File: config.mk
export PLATFORM = sky130hd
export DESIGN_NAME = quote_aware_comment_stripper
export DESIGN_NICKNAME = d
export VERILOG_FILES = /design/src/hdl/qacs_pkg.sv /design/src/hdl/qacs_front.sv /design/src/hdl/qacs_fifo.sv /design/src/hdl/qacs_back.sv /design/src/hdl/quote_aware_comment_stripper.sv
export SDC_FILE = /design/constraint.sdc
export NUM_CORES = 1
export LEC_CHECK = 0
export ABC_AREA = 1
export BUFFER_PORTS_ARGS = -buffer_cell sky130_fd_sc_hd__buf_2
export CAP_MARGIN = 20
export CORE_ASPECT_RATIO = 0.6
export CORE_UTILIZATION = 65
export CTS_CLUSTER_SIZE = 14
export DETAILED_ROUTE_END_ITERATION = 6
export GPL_ROUTABILITY_DRIVEN = 1
export GPL_TIMING_DRIVEN = 0
export PLACE_DENSITY = 0.88
export SLEW_MARGIN = 10
export SYNTH_ARGS = -nofsm -noshare
export SYNTH_HDL_FRONTEND = slang
export SYNTH_SLANG_ARGS = --single-unit
File: constraint.sdc
create_clock -name clk -period 7.3 [get_ports clk]
set_clock_uncertainty 0.1 [all_clocks]
set_input_delay 0.365 -clock clk [delete_from_list [all_inputs] [get_ports clk]]
set_output_delay 0.365 -clock clk [all_outputs]
set_load 0.02 [all_outputs]
File: src/hdl/qacs_pkg.sv
// shared types, constants and helpers for the quote-aware comment stripper
// no dependencies

package qacs_pkg;

  localparam int CNT_W = 4;          // match counts and run prefix counts
  localparam int QUEUE_DEPTH = 4;
  localparam int CFG_IDX_W = 8;

  localparam logic [7:0] CH_DQUOTE = 8'h22;
  localparam logic [7:0] CH_SQUOTE = 8'h27;
  localparam logic [7:0] CH_BSLASH = 8'h5C;
  localparam logic [7:0] CH_NL     = 8'h0A;

  // register indexes of the configuration port
  localparam logic [CFG_IDX_W-1:0] REG_OPEN_DELIM  = 8'd0;
  localparam logic [CFG_IDX_W-1:0] REG_OPEN_LEN    = 8'd1;
  localparam logic [CFG_IDX_W-1:0] REG_CLOSE_DELIM = 8'd2;
  localparam logic [CFG_IDX_W-1:0] REG_CLOSE_LEN   = 8'd3;

  // quote modes
  localparam logic [1:0] QM_NONE   = 2'd0;
  localparam logic [1:0] QM_DOUBLE = 2'd1;
  localparam logic [1:0] QM_SINGLE = 2'd2;

  typedef struct packed {
    logic [63:0] open_delim;
    logic [3:0]  open_len;
    logic [63:0] close_delim;
    logic [3:0]  close_len;
  } cfg_t;

  // one queued run: prefix_cnt held delimiter bytes, then optionally one literal byte
  typedef struct packed {
    logic [CNT_W-1:0] prefix_cnt;
    logic             has_data;
    logic [7:0]       data;
  } run_t;

  function automatic logic [7:0] delim_byte(input logic [63:0] delim, input logic [2:0] idx);
    delim_byte = delim[{idx, 3'b000} +: 8];
  endfunction

endpackage

File: src/hdl/qacs_front.sv
// front end: accepts text bytes, tracks comment/quote/match state, builds runs
// depends on qacs_pkg

module qacs_front #(
  parameter int MAX_DELIM_BYTES = 8
) (
  input  logic          clk,
  input  logic          rst,
  input  qacs_pkg::cfg_t cfg,
  input  logic          take,
  input  logic [7:0]    in_byte,
  input  logic          final_byte,
  output logic          push,
  output qacs_pkg::run_t run
);
  import qacs_pkg::*;

  localparam logic [CNT_W-1:0] MAX_LEN = CNT_W'(MAX_DELIM_BYTES);

  logic             comment_active, comment_active_next;
  logic [1:0]       quote_mode, quote_mode_next;
  logic [CNT_W-1:0] match_count, match_count_next;
  logic [7:0]       prev_byte;

  logic [CNT_W-1:0] olen, clen, mc_eff, mc_inc;
  logic [7:0]       quote_ch;
  logic             emits;

  function automatic logic [CNT_W-1:0] eff_len(input logic [3:0] len);
    if (len == 4'd0) eff_len = CNT_W'(1);
    else if (len > MAX_LEN) eff_len = MAX_LEN;
    else eff_len = len;
  endfunction

  always_comb begin
    olen = eff_len(cfg.open_len);
    clen = eff_len(cfg.close_len);
    comment_active_next = comment_active;
    quote_mode_next = quote_mode;
    match_count_next = match_count;
    run.prefix_cnt = '0;
    run.has_data = 1'b0;
    run.data = in_byte;
    quote_ch = (quote_mode == QM_DOUBLE) ? CH_DQUOTE : CH_SQUOTE;
    mc_eff = match_count;
    mc_inc = match_count + CNT_W'(1);

    if (comment_active) begin
      // stale count after a length change starts over
      mc_eff = (match_count >= clen) ? '0 : match_count;
      mc_inc = mc_eff + CNT_W'(1);
      if (in_byte != delim_byte(cfg.close_delim, mc_eff[2:0])) begin
        match_count_next = '0;
      end else if (mc_inc == clen) begin
        comment_active_next = 1'b0;
        match_count_next = '0;
        if (delim_byte(cfg.close_delim, 3'd0) == CH_NL) begin
          run.has_data = 1'b1;
          run.data = CH_NL;
        end
      end else begin
        match_count_next = mc_inc;
      end
    end else if (quote_mode == QM_DOUBLE || quote_mode == QM_SINGLE) begin
      match_count_next = '0;
      run.has_data = 1'b1;
      if (in_byte == quote_ch && prev_byte != CH_BSLASH) quote_mode_next = QM_NONE;
    end else begin
      quote_mode_next = QM_NONE;
      mc_eff = (match_count >= olen) ? '0 : match_count;
      mc_inc = mc_eff + CNT_W'(1);
      if (in_byte != delim_byte(cfg.open_delim, mc_eff[2:0])) begin
        // release the held prefix, then the byte itself
        run.prefix_cnt = mc_eff;
        run.has_data = 1'b1;
        match_count_next = '0;
        if (in_byte == CH_DQUOTE) quote_mode_next = QM_DOUBLE;
        else if (in_byte == CH_SQUOTE) quote_mode_next = QM_SINGLE;
      end else if (mc_inc == olen) begin
        comment_active_next = 1'b1;
        match_count_next = '0;
      end else begin
        match_count_next = mc_inc;
      end
    end

    // end of stream flushes a partial open match
    if (final_byte && !comment_active_next && match_count_next != '0) begin
      run.prefix_cnt = match_count_next;
      match_count_next = '0;
    end

    emits = run.has_data || (run.prefix_cnt != '0);
    push = take && emits;
  end

  always_ff @(posedge clk) begin
    if (rst) begin
      comment_active <= 1'b0;
      quote_mode <= QM_NONE;
      match_count <= '0;
      prev_byte <= '0;
    end else if (take) begin
      comment_active <= comment_active_next;
      quote_mode <= quote_mode_next;
      match_count <= match_count_next;
      prev_byte <= in_byte;
    end
  end

  a_count_below_max: assert property (@(posedge clk) disable iff (rst)
    match_count < MAX_LEN) else $error("match count reached delimiter maximum");

  a_comment_no_quote: assert property (@(posedge clk) disable iff (rst)
    comment_active |-> quote_mode == QM_NONE) else $error("quote mode set inside comment");

  a_prefix_fits: assert property (@(posedge clk) disable iff (rst)
    push |-> run.prefix_cnt < MAX_LEN) else $error("held prefix too long");

endmodule

File: src/hdl/qacs_fifo.sv
// short run queue between front and back
// depends on qacs_pkg

module qacs_fifo (
  input  logic           clk,
  input  logic           rst,
  input  logic           push,
  input  qacs_pkg::run_t push_run,
  input  logic           pop,
  output qacs_pkg::run_t head,
  output logic           empty,
  output logic           full
);
  import qacs_pkg::*;

  localparam int PTR_W = $clog2(QUEUE_DEPTH);
  localparam int CNT_QW = $clog2(QUEUE_DEPTH + 1);

  run_t              mem [QUEUE_DEPTH];
  logic [PTR_W-1:0]  rd_ptr, wr_ptr;
  logic [CNT_QW-1:0] count;

  assign empty = (count == '0);
  assign full = (count == CNT_QW'(QUEUE_DEPTH));
  assign head = mem[rd_ptr];

  always_ff @(posedge clk) begin
    if (push) begin
      mem[wr_ptr] <= push_run;
    end
  end

  always_ff @(posedge clk) begin
    if (rst) begin
      rd_ptr <= '0;
      wr_ptr <= '0;
      count <= '0;
    end else begin
      if (push) wr_ptr <= wr_ptr + PTR_W'(1);
      if (pop) rd_ptr <= rd_ptr + PTR_W'(1);
      if (push && !pop) count <= count + CNT_QW'(1);
      else if (pop && !push) count <= count - CNT_QW'(1);
    end
  end

  a_no_overflow: assert property (@(posedge clk) disable iff (rst)
    !(push && full && !pop) && !(pop && empty)) else $error("queue over/underflow");

endmodule

File: src/hdl/qacs_back.sv
// back end: expands queued runs into output bytes, one per transaction
// depends on qacs_pkg

module qacs_back (
  input  logic           clk,
  input  logic           rst,
  input  logic [63:0]    open_delim,
  input  qacs_pkg::run_t head,
  input  logic           empty,
  output logic           pop,
  output logic           out_valid,
  input  logic           out_stall,
  output logic [7:0]     out_byte,
  output logic           run_end
);
  import qacs_pkg::*;

  logic [CNT_W-1:0] pos;
  logic [CNT_W:0]   total;
  logic             xfer;

  always_comb begin
    total = {1'b0, head.prefix_cnt} + {{CNT_W{1'b0}}, head.has_data};
    out_valid = !empty;
    run_end = ({1'b0, pos} + (CNT_W+1)'(1)) == total;
    out_byte = (pos < head.prefix_cnt) ? delim_byte(open_delim, pos[2:0]) : head.data;
    xfer = out_valid && !out_stall;
    pop = xfer && run_end;
  end

  always_ff @(posedge clk) begin
    if (rst) begin
      pos <= '0;
    end else if (xfer) begin
      pos <= run_end ? '0 : pos + CNT_W'(1);
    end
  end

endmodule

File: src/hdl/quote_aware_comment_stripper.sv
// top level of the quote-aware comment stripper: config registers, front, queue, back
// depends on qacs_pkg, qacs_front, qacs_fifo, qacs_back

// Takes one source byte per transaction and drops comments framed by the open
// and close delimiters (1 to 8 bytes each, set through the config port), while
// double- and single-quoted strings pass untouched (a backslash before the
// closing quote keeps the string open). The front end accepts a byte every
// cycle as long as the 4-entry run queue has room; each byte that produces
// output queues one run. The back end sends one output byte per cycle while
// out_stall is low. Each input byte yields usually one output byte or none,
// up to eight when a held partial open delimiter is released, and in_stall
// only rises when the queue fills behind a slow or stalled output side. The
// last byte of every run carries run_end. The user must write config only
// while idle; the block itself does not enforce it. cfg_ready is always high.

module quote_aware_comment_stripper #(
  parameter int MAX_DELIM_BYTES = 8
) (
  input  logic                          clk,
  input  logic                          rst,
  // input stream
  input  logic                          in_valid,
  output logic                          in_stall,
  input  logic [7:0]                    in_byte,
  input  logic                          final_byte,
  // output stream
  output logic                          out_valid,
  input  logic                          out_stall,
  output logic [7:0]                    out_byte,
  output logic                          run_end,
  // config writes
  input  logic                          cfg_valid,
  output logic                          cfg_ready,
  input  logic [qacs_pkg::CFG_IDX_W-1:0] cfg_index,
  input  logic [63:0]                   cfg_data
);
  import qacs_pkg::*;

  cfg_t cfg;
  logic take, push, pop, empty, full;
  run_t push_run, head;

  // config registers, writes always accepted
  assign cfg_ready = 1'b1;

  always_ff @(posedge clk) begin
    if (rst) begin
      cfg.open_delim <= 64'h2A2F;
      cfg.open_len <= 4'd2;
      cfg.close_delim <= 64'h2F2A;
      cfg.close_len <= 4'd2;
    end else if (cfg_valid && cfg_ready) begin
      case (cfg_index)
        REG_OPEN_DELIM:  cfg.open_delim <= cfg_data;
        REG_OPEN_LEN:    cfg.open_len <= cfg_data[3:0];
        REG_CLOSE_DELIM: cfg.close_delim <= cfg_data;
        REG_CLOSE_LEN:   cfg.close_len <= cfg_data[3:0];
        default: ;  // unmapped index, ignored
      endcase
    end
  end

  // input side stalls only on a full queue
  assign in_stall = full;
  assign take = in_valid && !in_stall;

  qacs_front #(
    .MAX_DELIM_BYTES(MAX_DELIM_BYTES)
  ) u_front (
    .clk(clk),
    .rst(rst),
    .cfg(cfg),
    .take(take),
    .in_byte(in_byte),
    .final_byte(final_byte),
    .push(push),
    .run(push_run)
  );

  qacs_fifo u_fifo (
    .clk(clk),
    .rst(rst),
    .push(push),
    .push_run(push_run),
    .pop(pop),
    .head(head),
    .empty(empty),
    .full(full)
  );

  // prefix bytes read live open_delim, unlatched; user keeps it stable while busy
  qacs_back u_back (
    .clk(clk),
    .rst(rst),
    .open_delim(cfg.open_delim),
    .head(head),
    .empty(empty),
    .pop(pop),
    .out_valid(out_valid),
    .out_stall(out_stall),
    .out_byte(out_byte),
    .run_end(run_end)
  );

endmodule
# Yosys cells after proc, flatten, opt, wreduce, memory -nomap -nowiden
# Memories as Yosys holds them, arrays and structs flattened. A register that Yosys moved wholly into a read port is not among the register bits.
# Index checks and enable logic that the tools add are counted.
dict set report word_totals {
  regBits 162
  mem_bits_rw 52
  in_bits 86
  output_inout_bits 12
  elab_cells 120
  memories 1
}
# name depth width rd rd_clocked_by_memory_dff wr line
set mem_list {}
lappend mem_list {u_fifo.mem 4 13 1 1 1 qacs_fifo.sv:19} ;# run_t mem [QUEUE_DEPTH];
dict set report op_classes {
  n_addsub 9
  magnitude_cmp 5
  n_eq_ne 17
  shifts 3
  n_mux 43
  bitwise 1
  reduce_logical 29
}
# operator count
set ops {}
lappend ops {{$shiftx 64x7->8} 3}
lappend ops {{$mux 4} 17}
lappend ops {{$mux 9} 3}
lappend ops {{$eq 8x2->1 const B} 2}
lappend ops {{$eq 8x6->1 const B} 2}
lappend ops {{$mux 8} 2}
lappend ops {{$ne 8x8->1} 2}
lappend ops {{$mux 2} 7}
lappend ops {{$add 4x1->4 const B} 3}
lappend ops {{$mux 1} 10}
lappend ops {{$logic_and 1x1->1} 9}
lappend ops {{$mux 3} 3}
lappend ops {{$eq 4x4->1} 2}
lappend ops {{$eq 8x1->1 const B} 1}
lappend ops {{$eq 8x4->1 const B} 1}
lappend ops {{$eq 8x8->1} 1}
lappend ops {{$ge 4x4->1} 2}
lappend ops {{$gt 4x4->1 const B} 2}
lappend ops {{$logic_not 4->1} 2}
lappend ops {{$logic_not 8->1} 1}
lappend ops {{$ne 8x7->1 const B} 1}
lappend ops {{$reduce_and 2->1} 4}
lappend ops {{$reduce_bool 4->1} 2}
lappend ops {{$logic_not 1->1} 6}
lappend ops {{17 further kinds} 19}

# Logic depth before layout (Yosys ltp)
# Gate-level depths: netlist of the first run.
dict set report logic_depth {
  word_depth 22
  ltp_mapped 38
  mapped_depth_nobuf 38
}

# Hierarchy
# Synthesis of the first run repeated with hierarchy kept, for this count alone.
dict set report hier_totals {
  hier_cells 1932
  area_unflattened_um2 12966.2
}
# module n_inst cells_each area_per_inst_um2 seq_area_each_um2
set by_module_without_submodules {}
lappend by_module_without_submodules {quote_aware_comment_stripper 1 812 5728.0 2722.6}
lappend by_module_without_submodules {qacs_front 1 716 3597.2 300.3}
lappend by_module_without_submodules {qacs_fifo 1 184 2421.1 1741.7}
lappend by_module_without_submodules {qacs_back 1 220 1219.9 80.1}

# Least setup slack after synthesis of the first run
# No wires, ideal clock.
dict set report synth_timing {
  kind {reg2reg}
  startpoint {register u_front.match_count[0]}
  endpoint {register u_fifo.count[2]}
  setup_time_ps 122
  arrival_ps 4525
  required_time_ps 7078
  setup_slack_ps 2553
  path_stages_with_launch 34
  n_path_buf 3
  path_cell_list {dfxtp_1 buf_2 buf_1 inv_1 ha_1 inv_1 a21oi_1 o21ai_1 nand2_1 nor2_4 buf_4 ha_1 xor2_1 o21ai_0 a21oi_1 nand2_1 inv_1 nand3_1 nand2_1 nand2_1 nor2_2 nand2_1 o21ai_0 nor2_1 nand3_2 nand2_1 inv_1 ha_1 inv_1 fa_1 a21oi_1 o21ai_0 o21ai_0 a21oi_1}
}
# item line
set synth_rtl {}
lappend synth_rtl {{from (decl)} qacs_front.sv:22} ;# logic [CNT_W-1:0] match_count, match_count_next;
lappend synth_rtl {{from (signal assigned)} qacs_front.sv:106} ;# match_count <= match_count_next;
lappend synth_rtl {{to (signal assigned)} qacs_fifo.sv:41} ;# if (push && !pop) count <= count + CNT_QW'(1);
lappend synth_rtl {{to (signal assigned)} qacs_fifo.sv:42} ;# else if (pop && !push) count <= count - CNT_QW'(1);
lappend synth_rtl {{to (decl)} qacs_fifo.sv:21} ;# logic [CNT_QW-1:0] count;

==> flow_metrics.py, run 1 <==
metrics = {
    "global_route": {
        "grt_max_degree": 16,
        "grt_usage_pct": 49.83,
        "antenna_found_initial": 0,
        "grt_overflow": 0,
        "grt_pass1_wl_um": 68100,
        "grt_pass1_vias": 11761,
    },
    "sta": {
        "postLayoutSetupSlackWorst_ns": 0.3906,
        "hold_slack_ns": 0.04210,
        "worst_pin_slew_ns": 1.088,
        "setup_violations": 0,
        "final.min_clock_period_ns": 6.909,
        "fmax_ghz": 0.1447,
        "hold_violations": 0,
        "finalSetupTns_ns": 0,
        "grt_setup_unrepaired": "false",
        "slew_violations": 0,
        "period_share_pct": 94.65,
        "slew_headroom_pct": 27.05,
    },
    "worst_setup_path": {
        "crit_required_ns": 7.59,
        "start_kind": "flop",
        "r2r-start": "u_front.match_count[0]",
        "r2r_slack_ns": 0.39,
        "worstRegToRegCells": 31,
        "crit_path_top_delay_cell": "buf_1",
        "crit_top_cell": "nand2_1",
        "criticalPathCategory": "flop to flop",
        "slowest_delay_ns": 0.58,
        "cp_max_fo": 10,
        "rr_endpoint": "u_fifo.count[2]",
        "end_kind": "flop",
        "arrival_ns": 7.20,
    },
    "routing": {
        "dr.first_iter.drc_count": 2294,
        "routed_via_density": 6.583,
        "num_vias": 13101,
        "first_pass_iters": 6,
        "post-route-drc-count": 0,
        "routed_wl_um": 45450,
        "wire_per_inst_um": 22.84,
        "ant_nets": 0,
    },
    "clock_network": {
        "cts_buffer_depth": 3,
        "clkSlewWorstSetupHoldPaths_ns": 0.07,
        "htreeDepth": 1,
        "cts_resized": 0,
        "postCtsSetupRepairBufs": 0,
        "cts_tree": "done",
        "cts-root-buf": "clkbuf_16",
        "clk_latency_ns": 0.51,
        "clock_sinks": 216,
        "ctsHoldBuffers": 0,
        "cts_buffers": 21,
    },
    "synthesis": {
        "syn_area_um2": 11450,
        "synth_top_area_share_pct": 28.67,
        "ys.flop_type": "dfxtp_1",
        "ys_types": 43,
        "synthArstFlopShare_pct": 0,
        "synthCells": 1621,
        "synth-seq-cells": 216,
        "yosys_warnings": 0,
        "synth_area_leaders": "dfxtp_1 29%, edfxtp_1 14%, nand2_1 11%, o21ai_0 8.7%, a21oi_1 5.7%",
        "synth.most_common_cell": "nand2_1",
        "synth_edf_count": 52,
        "syn_nets": 1730,
        "yosysTopAreaCell": "dfxtp_1",
        "ys_seq_area_share_pct": 42.31,
        "synthTopCellsByCount": "343 x nand2_1, 199 x o21ai_0, 169 x nor2_1",
        "syn_avg_cell_area_um2": 7.064,
    },
    "status": {
        "status": "finished, final reports clean",
    },
    "cells_and_area": {
        "area_growth_syn_to_layout_pct": 12.57,
        "drive_above_1_share_pct": 10.31,
        "fillers": 1364,
        "nNetsFinal": 1851,
        "stdcell_count": 1990,
    },
    "die": {
        "ios": 98,
        "start_util_pct": 66.67,
        "num_rows": 37,
        "dieArea_um2": 18170,
        "die_h_um": 104.8,
        "die_w_um": 173.4,
        "coreArea_um2": 17180,
    },
    "place": {
        "dp_slack_ns": 0.8476,
        "dp_cells": 1953,
        "dp_hpwl_um": 33840,
        "io_buffers": 96,
        "place_congestion": 1.078,
    },
    "worst_hold_path": {
        "hold_depth": 3,
        "hold_path.class": "input port to flop",
        "min_from": "cfg_data[61]",
        "hold_path_end": "cfg[133]",
    },
    "run": {
        "maxCapViolCount": 0,
    },
    "pwr": {
        "power.density_nw_per_um2": 244.3,
        "irDropWorstVdd_uv": 241.0,
        "p_leak_nw": 5.572,
        "p_total_mw": 3.149,
    },
}
-- state kept, by name, indices dropped and copies added (netlist names), named ones only --
name                    count
u_front.quote_mode          2
u_front.comment_active      1
u_front.prev_byte           8
u_front.match_count         4
u_back.pos                  4
u_fifo.wr_ptr               2
u_fifo.count                3
cfg                       136
u_fifo.rd_ptr               2
u_fifo.mem                 52
-- power breakdown --
group	leakage (nW)	internal [mW]	switching [mW]
combinational	3.44	0.210	0.542
sequential	1.80	1.29	0.0302
clock	0.326	0.591	0.487
-- critical path: cells and delay by family (launching register included) --
kind	cells	cell delay, ns
AO/OA/AOI/OAI	7	0.98
adder cells (fa/ha/maj)	3	0.94
buffers and inverters	8	2.03
flip-flops	1	0.31
AND/OR/NAND/NOR	13	2.41
-- layout by cell type (no fill, tap or decap), types with 2 or more instances in the layout --
| cell type | netlist | layout |
|---|---|---|
| xnor2_1 | 7 | 7 |
| nand3_1 | 130 | 130 |
| clkbuf_16 | 0 | 22 |
| nor2_2 | 4 | 6 |
| nor3_1 | 8 | 8 |
| nand2_1 | 343 | 343 |
| inv_2 | 7 | 7 |
| buf_2 | 18 | 114 |
| buf_4 | 6 | 8 |
| inv_1 | 164 | 164 |
| ha_1 | 22 | 22 |
| nand2_2 | 3 | 3 |
| buf_1 | 8 | 8 |
| clkinv_2 | 0 | 8 |
| o211ai_1 | 34 | 34 |
| clkbuf_1 | 61 | 65 |
| nor2_1 | 169 | 167 |
| o21ai_0 | 199 | 199 |
| nand3_2 | 2 | 2 |
| nor4_1 | 2 | 2 |
| o22ai_1 | 10 | 10 |
| xor2_1 | 11 | 11 |
| a31oi_1 | 10 | 10 |
| edfxtp_1 | 52 | 52 |
| buf_6 | 2 | 2 |
| a21oi_1 | 131 | 131 |
| nand4_1 | 35 | 35 |
| dfxtp_1 | 164 | 164 |
| clkinv_1 | 3 | 3 |
-- area by class of cell --
cell class / instances / area (µm²) / share of cell area (%)
tap: 234 / 292.8 / 2.271
clock buffer: 27 / 573.1 / 4.446
clock inverter: 9 / 70.07 / 0.5436
timing repair buffer: 98 / 495.5 / 3.844
buffer: 95 / 416.7 / 3.232
sequential: 216 / 4845 / 37.58
multi-input combinational: 1136 / 5542 / 42.99
inverter: 174 / 653.1 / 5.067
antenna: 1 / 2.502 / 0.01941
-- per-layer routing --
layer,GRT usage [%],vias to the layer above,wire length (µm)
met1,71.71,6022,17560
li1,-,5627,-
met2,67.56,1261,17280
met5,0,-,0
met4,18.39,0,2039
met3,17.87,191,8572
-- stage by stage --
stage | instance area (µm²) | util, %
2_1_floorplan | 11450 | -
3_3_place_gp | 12220 | 71.17
3_5_place_dp | 12240 | 71.29
4_1_cts | 12890 | 75.03
5_1_grt | 12890 | 75.03
6_report | 12890 | 75.05
-- cell families (layout without fill, tap and decap cells) --
family	after synthesis	in the layout	share of synthesized area, %
AO/OA/AOI/OAI	391	391	18.29
XOR/XNOR	18	18	1.377
adder cells (fa/ha/maj)	23	23	2.579
buffers and inverters	269	403	9.342
flip-flops	216	216	42.31
other	1	2	0.03275
AND/OR/NAND/NOR	703	703	26.07
-- how the worst max path moves through the flow --
stage                            from                to  slack (ns)  depth (start not counted)
5_1_grt        u_front.match_count[0]   u_fifo.count[2]        0.21                         33
3_3_place_gp   u_front.match_count[0]  u_fifo.mem[0][6]        0.90                         24
6_report       u_front.match_count[0]   u_fifo.count[2]        0.39                         31
3_5_place_dp   u_front.match_count[0]   u_fifo.count[2]        0.85                         31
2_1_floorplan  u_front.match_count[0]   u_fifo.count[2]        2.55                         33
4_1_cts        u_front.match_count[0]   u_fifo.count[2]        0.72                         31
Power figures use the tool's default switching activity.
==> run 2: changes to the inputs <==
Settings changed: CORE_ASPECT_RATIO 0.6 to default.
==> flow_metrics.py, run 2 (synthesis gave the netlist of run 1 again) <==
metrics = {
    "die": {
        "dieArea_um2": 18150,
        "die_h_um": 134.7,
        "start_util_pct": 66.43,
        "coreArea_um2": 17240,
        "die_w_um": 134.7,
        "ios": 98,
        "num_rows": 48,
    },
    "cells_and_area": {
        "stdcell_area_um2": 13000,
        "nNetsFinal": 1854,
        "drive_above_1_share_pct": 10.39,
        "reg_top3": "cfg x136, u_fifo.mem x52, u_front.prev_byte x8",
        "layout_common_cells": "343 x nand2_1, 199 x o21ai_0, 168 x nor2_1, 164 x inv_1, 164 x dfxtp_1",
        "area_growth_syn_to_layout_pct": 13.53,
        "largest_reg_flops": 136,
        "n_antenna_cell": 0,
        "largest_register": "cfg",
        "stdcell_count": 1986,
        "final_core_util_pct": 75.42,
        "final_common_cell": "nand2_1",
    },
    "clock_network": {
        "cts_buffers": 23,
        "postCtsSetupRepairBufs": 0,
        "cts_resized": 0,
        "htreeDepth": 1,
        "ctsHoldBuffers": 0,
        "clk_latency_ns": 0.52,
        "cts-root-buf": "clkbuf_16",
        "clkSlewWorstSetupHoldPaths_ns": 0.06,
        "cts_tree": "done",
        "cts_buffer_depth": 3,
        "clock_sinks": 216,
    },
    "worst_hold_path": {
        "hold_path.class": "input port to flop",
        "hold_path_end": "cfg[14]",
        "min_from": "cfg_data[10]",
        "hold_depth": 3,
    },
    "routing": {
        "post-route-drc-count": 4,
        "routed_wl_um": 42070,
        "num_vias": 12357,
        "ant_nets": 0,
        "routed_via_density": 6.222,
        "dr.first_iter.drc_count": 1479,
        "wire_per_inst_um": 21.18,
        "first_pass_iters": 7,
    },
    "worst_setup_path": {
        "worstRegToRegCells": 32,
        "end_kind": "flop",
        "rr_endpoint": "u_fifo.count[2]",
        "crit_path_top_delay_cell": "buf_1",
        "start_kind": "flop",
        "r2r_slack_ns": 0.47,
        "cp_max_fo": 10,
        "r2r-start": "u_front.match_count[0]",
        "crit_top_cell": "inv_1",
        "slowest_delay_ns": 0.63,
        "crit_required_ns": 7.59,
        "criticalPathCategory": "flop to flop",
        "arrival_ns": 7.12,
    },
    "sta": {
        "setup_violations": 0,
        "finalSetupTns_ns": 0,
        "worst_pin_slew_ns": 0.9408,
        "hold_violations": 0,
        "slew_headroom_pct": 36.91,
        "grt_setup_unrepaired": "false",
        "period_share_pct": 93.54,
        "hold_slack_ns": 0.007645,
        "fmax_ghz": 0.1464,
        "slew_violations": 0,
        "postLayoutSetupSlackWorst_ns": 0.4716,
        "final.min_clock_period_ns": 6.828,
    },
    "pwr": {
        "p_sw_mw": 1.067,
        "p_clk_share_pct": 36.8,
        "p_total_mw": 3.284,
        "power.density_nw_per_um2": 252.6,
        "comb_power_share_pct": 22.8,
        "p_leak_nw": 5.628,
        "p_sw_share_pct": 32.49,
        "irDropWorstVdd_uv": 264.4,
        "seqPwrFrac_pct": 40.4,
        "intPower_mw": 2.217,
    },
    "place": {
        "dp_slack_ns": 0.8773,
        "dp_hpwl_um": 31620,
        "dpl_cell_area_um2": 12220,
        "io_buffers": 96,
        "dp_cells": 1943,
        "place_congestion": 1.132,
    },
    "status": {
        "violations": "DRC",
        "status": "finished with violations",
    },
    "run": {
        "maxCapViolCount": 0,
    },
    "global_route": {
        "grt_overflow": 0,
        "grt_pass1_wl_um": 62380,
        "antenna_found_initial": 0,
        "grt_pass1_vias": 11518,
        "grt_max_degree": 15,
        "grt_usage_pct": 45.70,
    },
}
## run 2: cell count changes in the layout (fill, tap and decap cells not counted), moves of 2 or more
cell and change:
bufinv_16 +2, clkinv_1 +3, clkinv_2 -4, clkbuf_8 +3
## run 2: power groups by stage
stage / clock, mW / sequential (mW) / combinational (mW)
floorplan: 0 / 1.34 / 0.444
global placement: 0 / 1.34 / 0.666
detailed placement: 0 / 1.35 / 0.700
CTS: 1.19 / 1.32 / 0.715
global route: 1.24 / 1.33 / 0.794
finish: 1.21 / 1.33 / 0.750
## run 2: worst max-delay path by stage
| stage | startpoint | end | slack, ns | cells after the start |
|---|---|---|---|---|
| 4_1_cts | u_front.match_count[0] | u_fifo.mem[0][7] | 0.83 | 25 |
| 3_3_place_gp | u_front.match_count[0] | u_fifo.mem[3][7] | 1.12 | 26 |
| 5_1_grt | u_front.match_count[0] | u_fifo.count[2] | 0.18 | 32 |
| 6_report | u_front.match_count[0] | u_fifo.count[2] | 0.47 | 32 |
| 3_5_place_dp | u_front.match_count[0] | u_fifo.mem[0][7] | 0.88 | 24 |
| 2_1_floorplan | u_front.match_count[0] | u_fifo.count[2] | 2.55 | 33 |
## run 2: critical path: cells and delay by family (launching register included)
kind                       cells  cell delay [ns]
AOI/OAI and AO/OA              7             0.99
adders and majority gates      4             1.11
xor gates and xnor gates       1             0.29
and+or+nand+nor               10             1.79
DFF                            1             0.31
buffers and inverters         10             2.10
## run 2: cell type report
class | instances | area (µm²)
clock buffers | 30 | 631.9
multi-input cells | 1136 | 5539
clock inverters | 11 | 130.1
inverters | 174 | 653.1
repair buffers | 99 | 503.0
plain buffers | 95 | 416.7
fillers | 1316 | 4237
flip-flops and latches | 216 | 4845
well taps | 225 | 281.5
## run 2: metal layers
metal  share of wire (%)  global-route usage (%)  vias to the layer above
met5                   0                       0                        -
met4                 7.1                   30.46                        0
met3                  11                   8.821                      236
met2                  45                   74.20                      902
met1                  36                   55.31                     5570
li1                    -                       -                     5649
